`src/sv/ffha_ram.sv`:
```
// Simple dual-port synchronous RAM with registered read data.
module ffha_ram #(
	parameter int W     = 8,
	parameter int DEPTH = 256,
	parameter int AW    = 8
) (
	input  logic          clk,
	input  logic          re,
	input  logic [AW-1:0] raddr,
	output logic [W-1:0]  rdata,
	input  logic          we,
	input  logic [AW-1:0] waddr,
	input  logic [W-1:0]  wdata
);

	logic [W-1:0] mem [DEPTH];
	logic [W-1:0] rdata_q;

	always_ff @(posedge clk) begin
		if (we) begin
			mem[waddr] <= wdata;
		end
		if (re) begin
			rdata_q <= mem[raddr];
		end
	end

	assign rdata = rdata_q;

endmodule

```
`config.mk`:
```
export PLATFORM = sky130hd
export DESIGN_NAME = ffha_ram
export DESIGN_NICKNAME = d
export VERILOG_FILES = /design/src/sv/ffha_ram.sv
export SDC_FILE = /design/constraint.sdc
export NUM_CORES = 2
export LEC_CHECK = 0
export BUFFER_PORTS_ARGS = -buffer_cell sky130_fd_sc_hd__buf_2
export CAP_MARGIN = 25
export CORE_MARGIN = 4
export CORE_UTILIZATION = 40
export DETAILED_ROUTE_END_ITERATION = 7
export HOLD_SLACK_MARGIN = 0.08
export SYNTH_ARGS = -nofsm -noshare
export SYNTH_HDL_FRONTEND = slang
export SYNTH_SLANG_ARGS = --single-unit
```
`constraint.sdc`:
```
create_clock -name clk -period 3.92 [get_ports clk]
set_input_delay 0.196 -clock clk [delete_from_list [all_inputs] [get_ports clk]]
set_output_delay 0.196 -clock clk [all_outputs]
set_load 0.02 [all_outputs]
```
-- Word-level counts from Yosys, hierarchy flattened
Memories as Yosys holds them, arrays and structs flattened. A register that Yosys moved wholly into a read port is not among the register bits.
Index checks and enable logic that the tools add are counted.
- bits in registers: 0
- memory bits (writable): 2048
- input port bits: 27
- output and inout bits: 8
- word-level logic and storage cells: 3
- memories: 1
- multiplexer cells: 2
- memories (name ; depth ; bits a word ; read ports ; clocked after memory_dff ; write ports ; line ; source):
    mem ; 256 ; 8 ; 1 ; 1 ; 1 ; 16 ; logic [W-1:0] mem [DEPTH];
- operator list (cell ; number):
    two-way mux 1 bit ; 2

-- Longest topological paths before layout
- word-level depth: 2
- mapped depth: 11
- gate-level depth less buffers: 6

-- Worst setup path before layout
Ideal clock, no wire load.
- path type: input to register
- start point: in raddr[0]
- end point: reg rdata_q[2] (netlist: rdata[2]), read port of mem (data pin)
- setup time: 0.269 ns
- arrival: 2.003 ns
- required time: 3.651 ns
- setup slack: 1.648 ns
- stages: 9
- path buffers: 4
- cell sequence: buf_6 -> buf_12 -> buf_8 -> buf_2 -> mux4_2 -> a22oi_1 -> a21oi_1 -> nor4_1 -> nor4_2
- RTL lines (what ; line ; source):
    from (decl) ; 9 ; input logic [AW-1:0] raddr,
    to (decl) ; 17 ; logic [W-1:0] rdata_q;

==> flow_metrics.env <==
export IMPL_status="finished, final reports clean"
export IMPL_maxSlewViolCount=0
export IMPL_route_detailed_drc=0
export IMPL_pre_cts_ws_ns=0.185
export IMPL_viasPerCell=5.74
export IMPL_rrSetupSlack_ns=0.93
export IMPL_yosys_area_share_adder_pct=0
export IMPL_final_common_cell="edfxtp_1"
export IMPL_post_cts_setup_buffer_count=0
export IMPL_hpwl_um=127000
export IMPL_clock_sinks=2056
export IMPL_ir_worst_vdd_mv=0.357
export IMPL_wl_um=202000
export IMPL_synth_compound_area_share_pct=3.42
export IMPL_cts_tree="built"
export IMPL_crit_path_end_kind="register"
export IMPL_wl_per_cell_um=29.6
export IMPL_synth_top_family_by_area="multiplexers"
export IMPL_rsz0062_at_grt="no"
export IMPL_finalHoldViolCount=0
export IMPL_cts_resized=0
export IMPL_period_minus_slack_ns=2.99
export IMPL_async_reset_ff_share_pct=0
export IMPL_ys_seq_area_share_pct=77.5
export IMPL_ant_nets=0
export IMPL_layout_nets=4017
export IMPL_synth_cell_types=54
export IMPL_cts_htree_levels=4
export IMPL_worst_slack_ns=0.930
export IMPL_first_global_vias=39200
export IMPL_syn_inst=3733
export IMPL_ys_seq_elements=2056
export IMPL_cts_hold_buf=14
export IMPL_maxSlewHeadroom_pct=21.6
export IMPL_p_leak_nw=28.0
export IMPL_initial_utilization_pct=40.3
export IMPL_final_cell_mix="edfxtp_1, mux4_2, nor2_1, clkbuf_16, buf_4"
export IMPL_ys_warnings_count=0
export IMPL_syn_area_per_cell_sq_um=21.3
export IMPL_dieArea_sq_um=206000
export IMPL_worstHoldPathCells=4
export IMPL_crit_fanout=1
export IMPL_placed_area_sq_um=83900
export IMPL_grt_max_degree=156
export IMPL_muxShareOfSynthArea_pct=14.6
export IMPL_dr_first_iter_drc_count=4729
export IMPL_cp_required_ns=4.43
export IMPL_whs_endpoint="mem[140][5]$_DFFE_PP_"
export IMPL_drv_cap=0
export IMPL_setup_tns_ns=0
export IMPL_synth_area_top_cells="edfxtp_1, mux4_2, mux2i_1, nor2_1, a22oi_1"
export IMPL_place_gp_congestion=0.836
export IMPL_cts_root_buf="clkbuf_16"
export IMPL_setup_viol=0
export IMPL_critical_path_arrival_ns=3.50
export IMPL_fillers=16300
export IMPL_max_freq_mhz=334
export IMPL_worst_setup_path_start_kind="register"
export IMPL_yosys_area_share_xor_xnor_pct=0
export IMPL_min_from="we"
export IMPL_hold_path_class="input port to register"
export IMPL_crit_path_max_incr_delay_ns=0.85
export IMPL_clockBufferDepth=3
export IMPL_netlist_area_leader_share_pct=77.5
export IMPL_crit_slowest_cell="a221oi_1"
export IMPL_ios=35
export IMPL_grt_ovfl_total=0
export IMPL_io_buffers=34
export IMPL_reg2reg_depth=7
export IMPL_synth_ff_type="edfxtp_1"
export IMPL_die_w_um=454
export IMPL_reg2reg_from="mem[27][5]$_DFFE_PP_"
export IMPL_timing_hold_ws_ns=0.318
export IMPL_regToRegEndpoint="rdata[5]$_DFFE_PP_"
export IMPL_tightest_slew_ns=1.18
export IMPL_die_h_um=454
export IMPL_num_rows=163
export IMPL_p_per_area_nw_per_um2=504
export IMPL_antenna_found_initial=9
export IMPL_cts_reportedPaths_clkPinSlew_ns=0.06
export IMPL_fin_crit_sh_pct=76.3
export IMPL_grt_pass1_wl_um=289000
export IMPL_synth_cell_area_sq_um=79600
export IMPL_synth_top_area_cell="edfxtp_1"
export IMPL_vias=39100
export IMPL_synth_edf_count=2056
export IMPL_clk_latency_ns=0.88
export IMPL_fin_skew_ns=0.0791
export IMPL_syn_nets=3760
export IMPL_design_area_sq_um=90700
export IMPL_coreArea_sq_um=198000
export IMPL_cts_buffers=208
export IMPL_dr_pass1_iters=6
export IMPL_crit_chain="mux4_2 -> a22o_1 -> a221oi_1 -> o221ai_1 -> a211oi_1 -> buf_4 -> nor4_1"
export IMPL_drive_gt1_share_pct=24.7
export IMPL_yosys_area_share_simple_pct=2.63
export IMPL_syn2layout_area_growth_pct=13.8
export IMPL_crit_type="register to register"
export IMPL_grt_use_total_pct=19.4
stage by stage:
step	power [mW]	std cells	utilization, %
after floorplan	25.9	3733	-
after global placement	27.0	6405	42.5
after detailed placement	27.0	6406	42.5
after CTS	46.1	6804	45.9
after global routing	47.1	6805	45.9
final	45.7	6808	45.9
cells in the mapped netlist (all sizes together) (2+ instances only):
cell / number
and2: 6
mux2i: 134
a21oi: 96
a22oi: 133
nor2b: 31
nand4: 10
o211ai: 10
mux4: 456
a311oi: 2
a211oi: 16
o32ai: 5
nor4: 27
buf: 122
nor3: 22
a221oi: 14
a2111oi: 5
a22o: 8
o22a: 5
o221ai: 47
edfxtp: 2056
nor2: 282
nand3b: 2
o22ai: 28
nand2: 33
clkbuf: 111
nand2b: 8
nand3: 34
o21ai: 12
or2: 4
and3b: 2
a31oi: 2
state kept, by name, summed over array words and instances (netlist names):
register and cells:
mem 2048, rdata 8
worst max-delay path by stage:
stage	startpoint	to
after floorplan	raddr[0]	rdata[2]$_DFFE_PP_
after global placement	raddr[0]	rdata[3]$_DFFE_PP_
after detailed placement	raddr[0]	rdata[5]$_DFFE_PP_
after CTS	mem[27][5]$_DFFE_PP_	rdata[5]$_DFFE_PP_
after global routing	mem[27][5]$_DFFE_PP_	rdata[5]$_DFFE_PP_
final	mem[27][5]$_DFFE_PP_	rdata[5]$_DFFE_PP_
metal layers:
metal  routed length (um)  GRT usage [%]
met4                 5460           5.40
met2                96300           30.6
met3                16500           4.01
met5                    0              0
met1                83400           27.7
power breakdown:
part	switching [mW]	internal, mW	leakage (nW)
clock	8.48	10.7	3.23
sequential	0.0355	24.2	18.5
combinational	1.48	0.806	6.29
worst max-delay path, delay by kind of cell, from the launching register on:
kind                   cells  cell delay [ns]
buffers and inverters      1             0.16
AO/OA/AOI/OAI              4             1.65
AND/OR/NAND/NOR            1             0.04
flip-flops                 1             0.37
multiplexers               1             0.47
area by class of cell:
| type | instances | area, sq um | share of cell area, % |
|---|---|---|---|
| Antenna cell | 4 | 10.0 | 0.0110 |
| Clock buffer | 258 | 5390 | 5.95 |
| Sequential cell | 2056 | 61700 | 68.1 |
| Tap cell | 2640 | 3300 | 3.64 |
| Multi-Input combinational cell | 1442 | 16500 | 18.2 |
| Inverter | 2 | 7.51 | 0.00828 |
| Timing Repair Buffer | 280 | 2520 | 2.78 |
| Clock inverter | 126 | 1210 | 1.33 |
logic make-up (layout without fill, tap and decap cells):
family / Yosys count / after routing
DFF: 2056 / 2056
muxes: 591 / 591
and+or+nand+nor: 466 / 466
AOI/OAI and AO/OA: 385 / 385
buffers and inverters: 235 / 666
other: 0 / 4
No activity file was read; power rests on OpenSTA's default activity.
